==> config.mk <==
export PLATFORM = sky130hd
export DESIGN_NAME = bfra_ctrl
export DESIGN_NICKNAME = d
export VERILOG_FILES = /design/src/design/bfra_pkg.sv /design/src/design/bfra_ctrl.sv
export SDC_FILE = /design/constraint.sdc
export NUM_CORES = 1
export LEC_CHECK = 0
export BUFFER_PORTS_ARGS = -buffer_cell sky130_fd_sc_hd__buf_2
export CELL_PAD_IN_SITES_DETAIL_PLACEMENT = 0
export CELL_PAD_IN_SITES_GLOBAL_PLACEMENT = 1
export CORE_MARGIN = 2
export CORE_UTILIZATION = 31
export CTS_CLUSTER_DIAMETER = 30
export DETAILED_ROUTE_END_ITERATION = 10
export GPL_ROUTABILITY_DRIVEN = 0
export PLACE_DENSITY_LB_ADDON = 0.1
export SLEW_MARGIN = 10
export SYNTH_ARGS = -nofsm -noshare
export SYNTH_HDL_FRONTEND = slang
export SYNTH_SLANG_ARGS = --single-unit
==> constraint.sdc <==
create_clock -name clk -period 1.4 [get_ports clk]
set_input_delay 0.28 -clock clk [delete_from_list [all_inputs] [get_ports clk]]
set_output_delay 0.28 -clock clk [all_outputs]
set_load 0.02 [all_outputs]
==> src/design/bfra_pkg.sv <==
// Shared types and constants for the best-fit range allocator.
package bfra_pkg;

	localparam logic CMD_ALLOC = 1'b0;
	localparam logic CMD_ADD   = 1'b1;

	localparam logic [1:0] STATUS_OK    = 2'd0;
	localparam logic [1:0] STATUS_NOFIT = 2'd1;
	localparam logic [1:0] STATUS_FULL  = 2'd2;
	localparam logic [1:0] STATUS_ZERO  = 2'd3;

	typedef struct packed {
		logic        cmd;
		logic [31:0] range_start;
		logic [31:0] range_size;
	} req_t;

	typedef struct packed {
		logic [1:0]  status;
		logic [31:0] granted_start;
	} rsp_t;

	typedef struct packed {
		logic load;
		logic cmp;
		logic sel;
		logic rem;
		logic split;
		logic ins;
	} dp_cmd_t;

	typedef struct packed {
		logic zero;
		logic full;
		logic found;
		logic exact;
	} dp_stat_t;

endpackage

==> src/design/bfra_ctrl.sv <==
// Controller state machine that sequences compare, select, remove and insert steps.
module bfra_ctrl (
	input  logic               clk,
	input  logic               arst_n,
	input  logic               start,
	input  logic               req_cmd,
	input  bfra_pkg::dp_stat_t stat,
	output bfra_pkg::dp_cmd_t  cmd,
	output logic               busy,
	output logic               done,
	output logic [1:0]         status
);
	import bfra_pkg::*;

	localparam logic [2:0] ST_IDLE = 3'd0;
	localparam logic [2:0] ST_CMP  = 3'd1;
	localparam logic [2:0] ST_SEL  = 3'd2;
	localparam logic [2:0] ST_REM  = 3'd3;
	localparam logic [2:0] ST_INS  = 3'd4;

	logic [2:0] state_q;
	logic [2:0] state_d;
	logic       ins_mode_q;
	logic       ins_mode_d;
	logic       done_q;
	logic       done_d;
	logic [1:0] status_q;
	logic [1:0] status_d;

	always_comb begin
		state_d    = state_q;
		ins_mode_d = ins_mode_q;
		done_d     = 1'b0;
		status_d   = status_q;
		cmd        = '0;
		case (state_q)
			ST_IDLE: begin
				if (start) begin
					cmd.load = 1'b1;
					if (stat.zero) begin
						done_d   = 1'b1;
						status_d = STATUS_ZERO;
					end else begin
						ins_mode_d = req_cmd == CMD_ADD;
						state_d    = ST_CMP;
					end
				end
			end
			ST_CMP: begin
				cmd.cmp = 1'b1;
				state_d = ins_mode_q ? ST_INS : ST_SEL;
			end
			ST_SEL: begin
				cmd.sel = 1'b1;
				state_d = ST_REM;
			end
			ST_REM: begin
				if (!stat.found) begin
					done_d   = 1'b1;
					status_d = STATUS_NOFIT;
					state_d  = ST_IDLE;
				end else begin
					cmd.rem = 1'b1;
					if (stat.exact) begin
						done_d   = 1'b1;
						status_d = STATUS_OK;
						state_d  = ST_IDLE;
					end else begin
						cmd.split  = 1'b1;
						ins_mode_d = 1'b1;
						state_d    = ST_CMP;
					end
				end
			end
			ST_INS: begin
				done_d  = 1'b1;
				state_d = ST_IDLE;
				if (stat.full) begin
					status_d = STATUS_FULL;
				end else begin
					cmd.ins  = 1'b1;
					status_d = STATUS_OK;
				end
			end
			default: begin
				state_d = ST_IDLE;
			end
		endcase
	end

	always_ff @(posedge clk or negedge arst_n) begin
		if (!arst_n) begin
			state_q    <= ST_IDLE;
			ins_mode_q <= 1'b0;
			done_q     <= 1'b0;
			status_q   <= STATUS_OK;
		end else begin
			state_q    <= state_d;
			ins_mode_q <= ins_mode_d;
			done_q     <= done_d;
			status_q   <= status_d;
		end
	end

	assign busy   = state_q != ST_IDLE;
	assign done   = done_q;
	assign status = status_q;

endmodule

# [After elaboration in Yosys (flattened, before gate mapping)]
# Cells that the tools add are included.
[classes] n_addsub=0 mul=0 n_div=0 order_cmp=0 n_eq_ne=10 n_shift=0 mux=31 bitwise=0 n_reduce_logical=7
[ops] cell="1-bit two-way mux" n=16
[ops] cell="2-bit two-way mux" n=7
[ops] cell="3-bit two-way mux" n=4
[ops] cell="3-bit one-hot mux with 4 select lines" n=1
[ops] cell="2-bit != test (second input constant)" n=5
[ops] cell="3-bit by 2-bit == test with 1-bit output (second input constant)" n=2
[ops] cell="2-bit one-hot mux with 3 select lines" n=1
[ops] cell="3-bit nonzero test" n=2
[ops] cell="5-bit AND reduction" n=1
[ops] cell="4-bit AND reduction" n=1
[ops] cell="3-bit by 1-bit == test with 1-bit output (second input constant)" n=1
[ops] cell="3-bit == test (second input constant)" n=1
[ops] cell="3-bit logical NOT" n=1
[ops] cell="3-bit != test (second input constant)" n=1
[ops] cell="1-bit one-hot mux with 3 select lines" n=1
[ops] cell="1-bit one-hot mux with 2 select lines" n=1
[ops] cell="2-bit AND reduction" n=1
[ops] cell="2-bit nonzero test" n=1
[word_totals] regBits=7 latchBits=0 mem_bits_rw=0 rom_bits=0 inputBits=8 output_inout_bits=10 wordCells=52 n_memories=0

# [Logic depth before layout (Yosys ltp)]
# Gate-level depths: netlist of the first run.
[depth] depth_word=3 ltp_mapped=4 mapped_depth_nobuf=3

# [Least setup slack after synthesis of the first run]
# Ideal clock, no wire load.
[synth_timing] path_type="register to output" startpoint="reg state_q[0]" endpoint="out cmd[3] (netlist bit)" t_arrival_ns=1.118 t_required_ns=1.120 setup_slack_ns=0.002 path_stages_with_launch=3 n_path_buf=1 path_cell_list="dfrtp_1 buf_2 nor3b_1"
[synth_rtl] item="from (decl)" line_no="bfra_ctrl.sv:21" source="logic [2:0] state_q;"
[synth_rtl] item="from (signal assigned)" line_no="bfra_ctrl.sv:98" source="state_q <= state_d;"
[synth_rtl] item="to (decl)" line_no="bfra_ctrl.sv:8" source="output bfra_pkg::dp_cmd_t cmd,"

==> impl_metrics.env, run 1 <==
export IMPL_drive_above_1_share=0.680
export IMPL_min_path_cells=3
export IMPL_ys_ff_latch=7
export IMPL_fin_crit_sh=1.11
export IMPL_critPathMaxStageDelay_ns=0.46
export IMPL_ys_warnings_count=0
export IMPL_root_buffer="clkbuf_4"
export IMPL_dieArea_mm2=0.00164
export IMPL_hold_violations=0
export IMPL_fin_ws_ns=-0.148
export IMPL_status="finished, violations left"
export IMPL_via_per_inst=4.73
export IMPL_die_w_um=40.5
export IMPL_cts_tree="built"
export IMPL_grt_pass1_wl_um=1680
export IMPL_cp_slowest_cell="dfrtp_2"
export IMPL_first_global_vias=394
export IMPL_cp_cell_sequence="buf_2, nor3b_4, buf_4"
export IMPL_antenna_cells=0
export IMPL_initial_utilization=0.325
export IMPL_synthDistinctLibCells=23
export IMPL_drc_errors=0
export IMPL_rows=13
export IMPL_critPathArrivalTime_ns=1.27
export IMPL_grt_max_degree=8
export IMPL_first_pass_iters=4
export IMPL_wirelength_um=1120
export IMPL_core_mm2=0.00127
export IMPL_critical_path_top_delay_family="flip-flops"
export IMPL_synthCells=41
export IMPL_synth_avg_cell_area_um2=10.1
export IMPL_fin_util=0.582
export IMPL_cts_buffers=3
export IMPL_htreeDepth=1
export IMPL_crit_fanout=6
export IMPL_crit_path_end_kind="output pin"
export IMPL_powerDensity_mw_per_mm2=2220
export IMPL_worst_hold_slack_ns=0.384
export IMPL_path_depth=3
export IMPL_startpoint_type="flip-flop"
export IMPL_ff2ff_path_depth=4
export IMPL_max_vdd_ir_drop_mv=1.05
export IMPL_clk_latency_ns=0.24
export IMPL_grtUsageTotal=0.164
export IMPL_vias=426
export IMPL_fin_setup_tns_ns=-0.889
export IMPL_clockBufferDepth=2
export IMPL_worst_pin_slew_ns=0.322
export IMPL_antenna_found_initial=0
export IMPL_nets=84
export IMPL_cts_clk_slew_worst_paths_ns=0.05
export IMPL_hp_class="input port to flip-flop"
export IMPL_port_buffers=17
export IMPL_drv_slew=0
export IMPL_violations="setup timing"
export IMPL_wl_per_cell_um=12.4
export IMPL_finalSetupViolCount=9
export IMPL_layout_min_cycle_time_ns=1.55
export IMPL_overflow=0
export IMPL_die_height_um=40.5
export IMPL_area_growth_pct=78.8
export IMPL_drt_iter0_drc=5
export IMPL_yosysSeqAreaShare=0.424
export IMPL_fmax_ghz=0.646
export IMPL_post_dp_hpwl_um=681
export IMPL_finalClockSkew_ns=0.00248
export IMPL_syn_area_um2=413
export IMPL_drv_cap=0
export IMPL_crit_buf_inv=2
export IMPL_synth_main_ff_cell="dfrtp_1"
export IMPL_leakagePower_nw=0.382
export IMPL_relSlewSlack=0.785
export IMPL_crit_required_ns=1.12
export IMPL_crit_type="flip-flop to output pin"
export IMPL_clkSinkCount=7
export IMPL_rsz0062_at_grt="yes"
export IMPL_synth_net_count=49
export IMPL_synth_edf_count=0
export IMPL_ys_async_sr_fraction=1.00
export IMPL_ant_nets=0
export IMPL_pin_count=18
synth_stat cells, types with 2 or more instances:
cell,number,area share
nor2b_1,2,0.030
a21o_1,2,0.036
inv_1,5,0.045
nor2_1,3,0.027
and2_1,2,0.030
buf_6,2,0.055
dfrtp_1,7,0.42
a21oi_1,2,0.024
nand2_1,2,0.018
metrics by stage:
stage | cell area, um2 | setup WS (ns) | power [mW] | instances
2_1_floorplan | 413 | 0.00181 | 0.854 | 41
3_3_place_gp | 497 | 0.0588 | 0.985 | 71
3_5_place_dp | 497 | 0.0109 | 1.00 | 71
4_1_cts | 668 | -0.138 | 1.49 | 87
5_1_grt | 738 | -0.204 | 1.75 | 90
6_report | 738 | -0.148 | 1.64 | 90
power breakdown:
part / switching, mW / internal (mW) / total, mW
clock: 0.0649 / 0.108 / 0.173
sequential: 0.117 / 0.305 / 0.421
combinational: 0.475 / 0.570 / 1.04
total: 0.656 / 0.983 / 1.64
kinds of logic after synthesis:
group,count (synthesis),share of synthesized area
and+or+nand+nor,15,0.245
AOI/OAI and AO/OA,11,0.218
buffers and inverters,8,0.112
DFF,7,0.424
state kept, by name, indices dropped and copies added (netlist names):
register	flops
ins_mode_q	1
done	1
status	2
state_q	3
path summary, 6_finish.rpt:
kind	from	end	slack [ns]
worst max-delay path	state_q[1]	cmd[3]	-0.15
worst min-delay path	stat[3]	ins_mode_q	0.38
worst max register to register	state_q[0]	status[0]	-0.09
worst min register to register	status[1]	status[1]	0.47
max in group asynchronous	arst_n	state_q[1]	0.83
min in group asynchronous	arst_n	status[0]	0.40
repair_timing:
item                                    in CTS  in global routing
endpoints found under the hold margin        7                  0
resized for setup                           22                 13
endpoints found under the setup margin       7                 10
buffers inserted                            11                  3
pin swaps                                    4                  3
hold buffers                                 1                  0
cloned                                       0                  0
routing by layer:
metal	global-route usage	part of all wire	wire length, um
met5	0	0	0
met1	0.190	0.43	481
met2	0.262	0.52	585
met3	0.0500	0.043	48
met4	0.100	0	0
worst reg2reg max path, stage by stage, from the launching register on:
cell,delay (ns)
dfrtp_2,0.45
buf_4,0.17
buf_4,0.14
o32a_1,0.36
a22o_1,0.25
final cells by class:
cell class,instances,area (um2)
sequential,7,179
timing repair buffer,33,249
inverter,5,18.8
clock buffer,4,26.3
fill,100,531
tap,15,18.8
multi-input combinational,26,246
cell usage in the layout, fill, tap and decap left out, types with 2 or more instances in the layout:
cell type	netlist	final
dfrtp_1	7	4
buf_4	0	14
buf_6	2	7
dfrtp_2	0	3
nor2b_1	2	2
inv_1	5	4
a21o_1	2	2
nor3b_4	0	2
buf_2	1	11
clkbuf_4	0	3
nand2_2	0	2
(Power assumes the default switching activity.)
==> inputs of run 2 (changes only) <==
CORE_MARGIN = default   (was 2)
==> impl_metrics.env, run 2 (synthesized netlist as in run 1, its figures left out) <==
export IMPL_status="finished, violations left"
export IMPL_violations="setup timing"
export IMPL_whs_endpoint="ins_mode_q"
export IMPL_port_buffers=17
export IMPL_cts_tree="built"
export IMPL_drive_above_1_share=0.574
export IMPL_reg2reg_from="state_q[1]"
export IMPL_ant_nets=0
export IMPL_leakagePower_nw=0.342
export IMPL_grt_pass1_wl_um=1430
export IMPL_dieArea_mm2=0.00148
export IMPL_nets=77
export IMPL_hold_violations=0
export IMPL_ff2ff_path_depth=5
export IMPL_powerDensity_mw_per_mm2=2150
export IMPL_min_path_cells=3
export IMPL_fin_crit_sh=1.09
export IMPL_final_common_cell="buf_2"
export IMPL_rsz0062_at_grt="yes"
export IMPL_via_per_inst=4.87
export IMPL_rows=12
export IMPL_cts_clk_slew_worst_paths_ns=0.05
export IMPL_core_mm2=0.00117
export IMPL_finalClockSkew_ns=0.000825
export IMPL_first_global_vias=341
export IMPL_final_cell_mix="buf_2, buf_4, buf_6, inv_1, dfrtp_1"
export IMPL_drv_cap=0
export IMPL_startpoint_type="flip-flop"
export IMPL_die_w_um=38.5
export IMPL_antenna_cells=0
export IMPL_vias=399
export IMPL_pin_count=18
export IMPL_fillers=115
export IMPL_cp_cell_sequence="or3_1, buf_6"
export IMPL_post_dp_hpwl_um=730
export IMPL_wl_per_cell_um=12.0
export IMPL_clk_latency_ns=0.24
export IMPL_max_vdd_ir_drop_mv=1.09
export IMPL_layout_cells_non_filler=82
export IMPL_overflow=0
export IMPL_r2r_end="ins_mode_q"
export IMPL_clkSinkCount=7
export IMPL_initial_utilization=0.353
export IMPL_fin_area_um2=648
export IMPL_critPathMaxStageDelay_ns=0.46
export IMPL_largest_register_ffs=3
export IMPL_hp_class="input port to flip-flop"
export IMPL_root_buffer="clkbuf_4"
export IMPL_worst_pin_slew_ns=0.428
export IMPL_placed_area_um2=495
export IMPL_drt_iter0_drc=6
export IMPL_grtUsageTotal=0.148
export IMPL_fin_ws_ns=-0.125
export IMPL_antenna_found_initial=0
export IMPL_clockBufferDepth=2
export IMPL_critical_path_top_delay_family="flip-flops"
export IMPL_htreeDepth=1
export IMPL_crit_path_end_kind="output pin"
export IMPL_drc_errors=0
export IMPL_finalSetupViolCount=8
export IMPL_drv_slew=0
export IMPL_fmax_ghz=0.656
export IMPL_wirelength_um=983
export IMPL_crit_required_ns=1.12
export IMPL_holdCritStartpoint="stat[3]"
export IMPL_layout_min_cycle_time_ns=1.52
export IMPL_grt_max_degree=9
export IMPL_die_height_um=38.5
export IMPL_area_growth_pct=57.0
export IMPL_regMostFlops="state_q"
export IMPL_placed_cells=70
export IMPL_crit_buf_inv=1
export IMPL_reg2reg_slack_ns=0
export IMPL_first_pass_iters=2
export IMPL_crit_type="flip-flop to output pin"
export IMPL_crit_fanout=8
export IMPL_relSlewSlack=0.707
export IMPL_cts_buffers=3
export IMPL_critPathArrivalTime_ns=1.24
export IMPL_cp_slowest_cell="dfrtp_2"
export IMPL_worst_hold_slack_ns=0.383
run 2: worst max-delay path by stage:
stage	startpoint	endpoint	slack (ns)	depth (start not counted)
3_3_place_gp	state_q[2]	cmd[1]	0.04	4
3_5_place_dp	state_q[1]	cmd[1]	0.02	4
4_1_cts	state_q[1]	cmd[5]	-0.13	2
6_report	state_q[2]	busy	-0.12	2
5_1_grt	state_q[2]	busy	-0.16	2
2_1_floorplan	state_q[0]	cmd[3]	0.002	2
run 2: cell type report:
class | count | area [um2] | area share
Multi-Input combinational cell | 26 | 218 | 0.336
Sequential cell | 7 | 179 | 0.276
Clock buffer | 4 | 26.3 | 0.0405
Tap cell | 14 | 17.5 | 0.0270
Inverter | 5 | 18.8 | 0.0290
Timing Repair Buffer | 26 | 189 | 0.292
run 2: power breakdown:
part | total, mW | switching [mW] | internal [mW] | leakage (nW)
sequential | 0.429 | 0.124 | 0.305 | 0.0823
clock | 0.172 | 0.0639 | 0.108 | 0.0150
combinational | 0.790 | 0.378 | 0.412 | 0.245
total | 1.39 | 0.566 | 0.825 | 0.342
run 2: worst reg2reg max path, cell delays in order, from the launching register on:
cell	delay (ns)
dfrtp_2	0.46
and3b_2	0.26
buf_4	0.14
buf_4	0.12
a221oi_2	0.22
a31oi_1	0.07
run 2: routing by layer:
layer  wire (um)  track usage  vias to the layer above
met1         416        0.171                      189
li1            -            -                      198
met5           0            0                        -
met2         527        0.238                       12
met4           0        0.103                        0
met3          39       0.0349                        0
run 2: what timing repair did:
item | in CTS | in global routing
hold buffers | 1 | 0
setup buffers | 5 | 2
gates resized for setup | 12 | 12
pin swaps | 3 | 3
hold endpoints to repair | 7 | 0
endpoints found under the setup margin | 7 | 9
run 2: per-stage QoR:
stage	util	worst slack [ns]	setup TNS [ns]	total power [mW]
after floorplan	-	0.00181	0	0.854
after global placement	0.423	0.0416	0	0.987
after detailed placement	0.423	0.0157	0	1.01
after CTS	0.509	-0.129	-0.564	1.28
after global routing	0.553	-0.165	-1.06	1.49
final	0.553	-0.125	-0.614	1.39
==> inputs of run 3 (changes only) <==
==> constraint.sdc (replaced) <==
create_clock -name clk -period 1.43 [get_ports clk]
set_input_delay 0.0715 -clock clk [delete_from_list [all_inputs] [get_ports clk]]
set_output_delay 0.0715 -clock clk [all_outputs]
set_load 0.02 [all_outputs]
==> impl_metrics.env, run 3 (synthesized netlist as in run 1, its figures left out) <==
export IMPL_first_global_vias=294
export IMPL_fin_setup_tns_ns=0
export IMPL_crit_type="flip-flop to output pin"
export IMPL_whs_endpoint="ins_mode_q"
export IMPL_fmax_ghz=0.728
export IMPL_drv_slew=0
export IMPL_clk_latency_ns=0.24
export IMPL_reg2reg_from="state_q[2]"
export IMPL_crit_fanout=6
export IMPL_critPathMaxStageDelay_ns=0.45
export IMPL_final_common_cell="buf_2"
export IMPL_vias=377
export IMPL_max_vdd_ir_drop_mv=1.03
export IMPL_fin_util=0.479
export IMPL_layout_min_cycle_time_ns=1.37
export IMPL_comb_power_share=0.509
export IMPL_drt_iter0_drc=7
export IMPL_regMostFlops="state_q"
export IMPL_finalClockSkew_ns=0.000764
export IMPL_finalSetupViolCount=0
export IMPL_r2r_end="status[0]"
export IMPL_critPathArrivalTime_ns=1.30
export IMPL_dieArea_mm2=0.00148
export IMPL_hp_class="input port to flip-flop"
export IMPL_min_path_cells=3
export IMPL_powerDensity_mw_per_mm2=2150
export IMPL_drv_cap=0
export IMPL_hold_violations=0
export IMPL_cts_clk_slew_worst_paths_ns=0.05
export IMPL_register_area_um2=179
export IMPL_leakagePower_nw=0.309
export IMPL_routed_wl_met3_um=54
export IMPL_nets=72
export IMPL_post_dp_hpwl_um=700
export IMPL_final_cell_mix="buf_2, inv_1, dfrtp_1"
export IMPL_fillers=122
export IMPL_status="finished, final reports clean"
export IMPL_rsz0062_at_grt="no"
export IMPL_largest_register_ffs=3
export IMPL_core_mm2=0.00117
export IMPL_startpoint_type="flip-flop"
export IMPL_switching_share=0.429
export IMPL_die_w_um=38.5
export IMPL_wl_per_cell_um=11.7
export IMPL_overflow=0
export IMPL_area_growth_pct=35.8
export IMPL_clkSinkCount=7
export IMPL_crit_required_ns=1.36
export IMPL_drive_above_1_share=0.476
export IMPL_multi_input_area_um2=201
export IMPL_layout_cells_non_filler=77
export IMPL_top_layer_used="met4"
export IMPL_holdCritStartpoint="req_cmd"
export IMPL_relSlewSlack=0.690
export IMPL_rows=12
export IMPL_wirelength_um=900
export IMPL_clkPwrFrac=0.142
export IMPL_clockBufferDepth=2
export IMPL_grt_pass1_wl_um=1280
export IMPL_root_buffer="clkbuf_4"
export IMPL_ant_nets=0
export IMPL_htreeDepth=1
export IMPL_seqPwrFrac=0.349
export IMPL_p_int_mw=0.688
export IMPL_port_buffers=17
export IMPL_drc_errors=0
export IMPL_initial_utilization=0.353
export IMPL_cts_tree="built"
export IMPL_crit_path_end_kind="output pin"
export IMPL_die_height_um=38.5
export IMPL_antenna_found_initial=0
export IMPL_cts_buffers=3
export IMPL_wl_met2_um=426
export IMPL_ff2ff_path_depth=4
export IMPL_antenna_cells=0
export IMPL_cp_slowest_cell="dfrtp_2"
export IMPL_placed_cells=69
export IMPL_grt_max_degree=12
export IMPL_reg2reg_slack_ns=0.08
export IMPL_first_pass_iters=4
export IMPL_wirelength_met1_um=411
export IMPL_pin_count=18
export IMPL_fin_crit_sh=0.961
export IMPL_cp_cell_sequence="buf_4, or3_1, buf_2"
export IMPL_via_per_inst=4.90
export IMPL_worst_pin_slew_ns=0.454
export IMPL_grtUsageTotal=0.131
export IMPL_p_switching_mw=0.517
==> run 3: cell count changes in the layout (fill, tap and decap cells not counted), sizes merged <==
cell	previous run	this run
buf	25	20
==> run 3: final cells by class <==
cell class	instances	share of cell area
Clock buffer	4	0.0469
Inverter	5	0.0335
Multi-Input combinational cell	26	0.359
Sequential cell	7	0.319
Tap cell	14	0.0312
Timing Repair Buffer	21	0.210
==> run 3: per-stage QoR <==
stage | cell area [um2] | setup slack (ns) | hold slack, ns | power (mW)
2_1_floorplan | 413 | 0.0434 | -0.224 | 0.836
3_3_place_gp | 488 | 0.176 | -0.0973 | 0.947
3_5_place_dp | 488 | 0.123 | -0.0936 | 0.965
4_1_cts | 538 | 0.0241 | 0.146 | 1.18
5_1_grt | 561 | 0.00738 | 0.163 | 1.29
6_report | 561 | 0.0564 | 0.146 | 1.20
==> run 3: per-layer routing <==
metal / up-vias / global-route usage
li1: 189 / -
met5: - / 0
met1: 174 / 0.159
met2: 12 / 0.204
met4: 0 / 0.0776
met3: 2 / 0.0349
==> run 3: power by group through the flow <==
stage | registers [mW] | logic (mW) | clock network [mW]
floorplan | 0.395 | 0.441 | 0
global placement | 0.403 | 0.544 | 0
detailed placement | 0.414 | 0.551 | 0
CTS | 0.430 | 0.569 | 0.182
global route | 0.435 | 0.661 | 0.197
finish | 0.421 | 0.613 | 0.171
==> run 3: critical path, delay by kind of cell (launching register included) <==
family,cells,cell delay [ns]
and+or+nand+nor,1,0.29
DFF,1,0.45
buffers and inverters,2,0.32
==> run 3: repair_timing <==
action,4_1_cts,5_1_grt
hold buffers,1,0
resized for setup,5,0
buffers inserted,0,3
cloned,0,0
pin swaps,0,1
endpoints found under the hold margin,7,0
setup endpoints to repair,3,3
==> run 3: worst max path at each step <==
stage               startpoint         end  slack (ns)
finish              state_q[2]        busy        0.06
global route        state_q[2]      cmd[1]       0.007
CTS                 state_q[2]      cmd[1]        0.02
detailed placement  state_q[2]   status[0]        0.12
global placement    state_q[1]  ins_mode_q        0.18
floorplan           state_q[2]  ins_mode_q        0.04
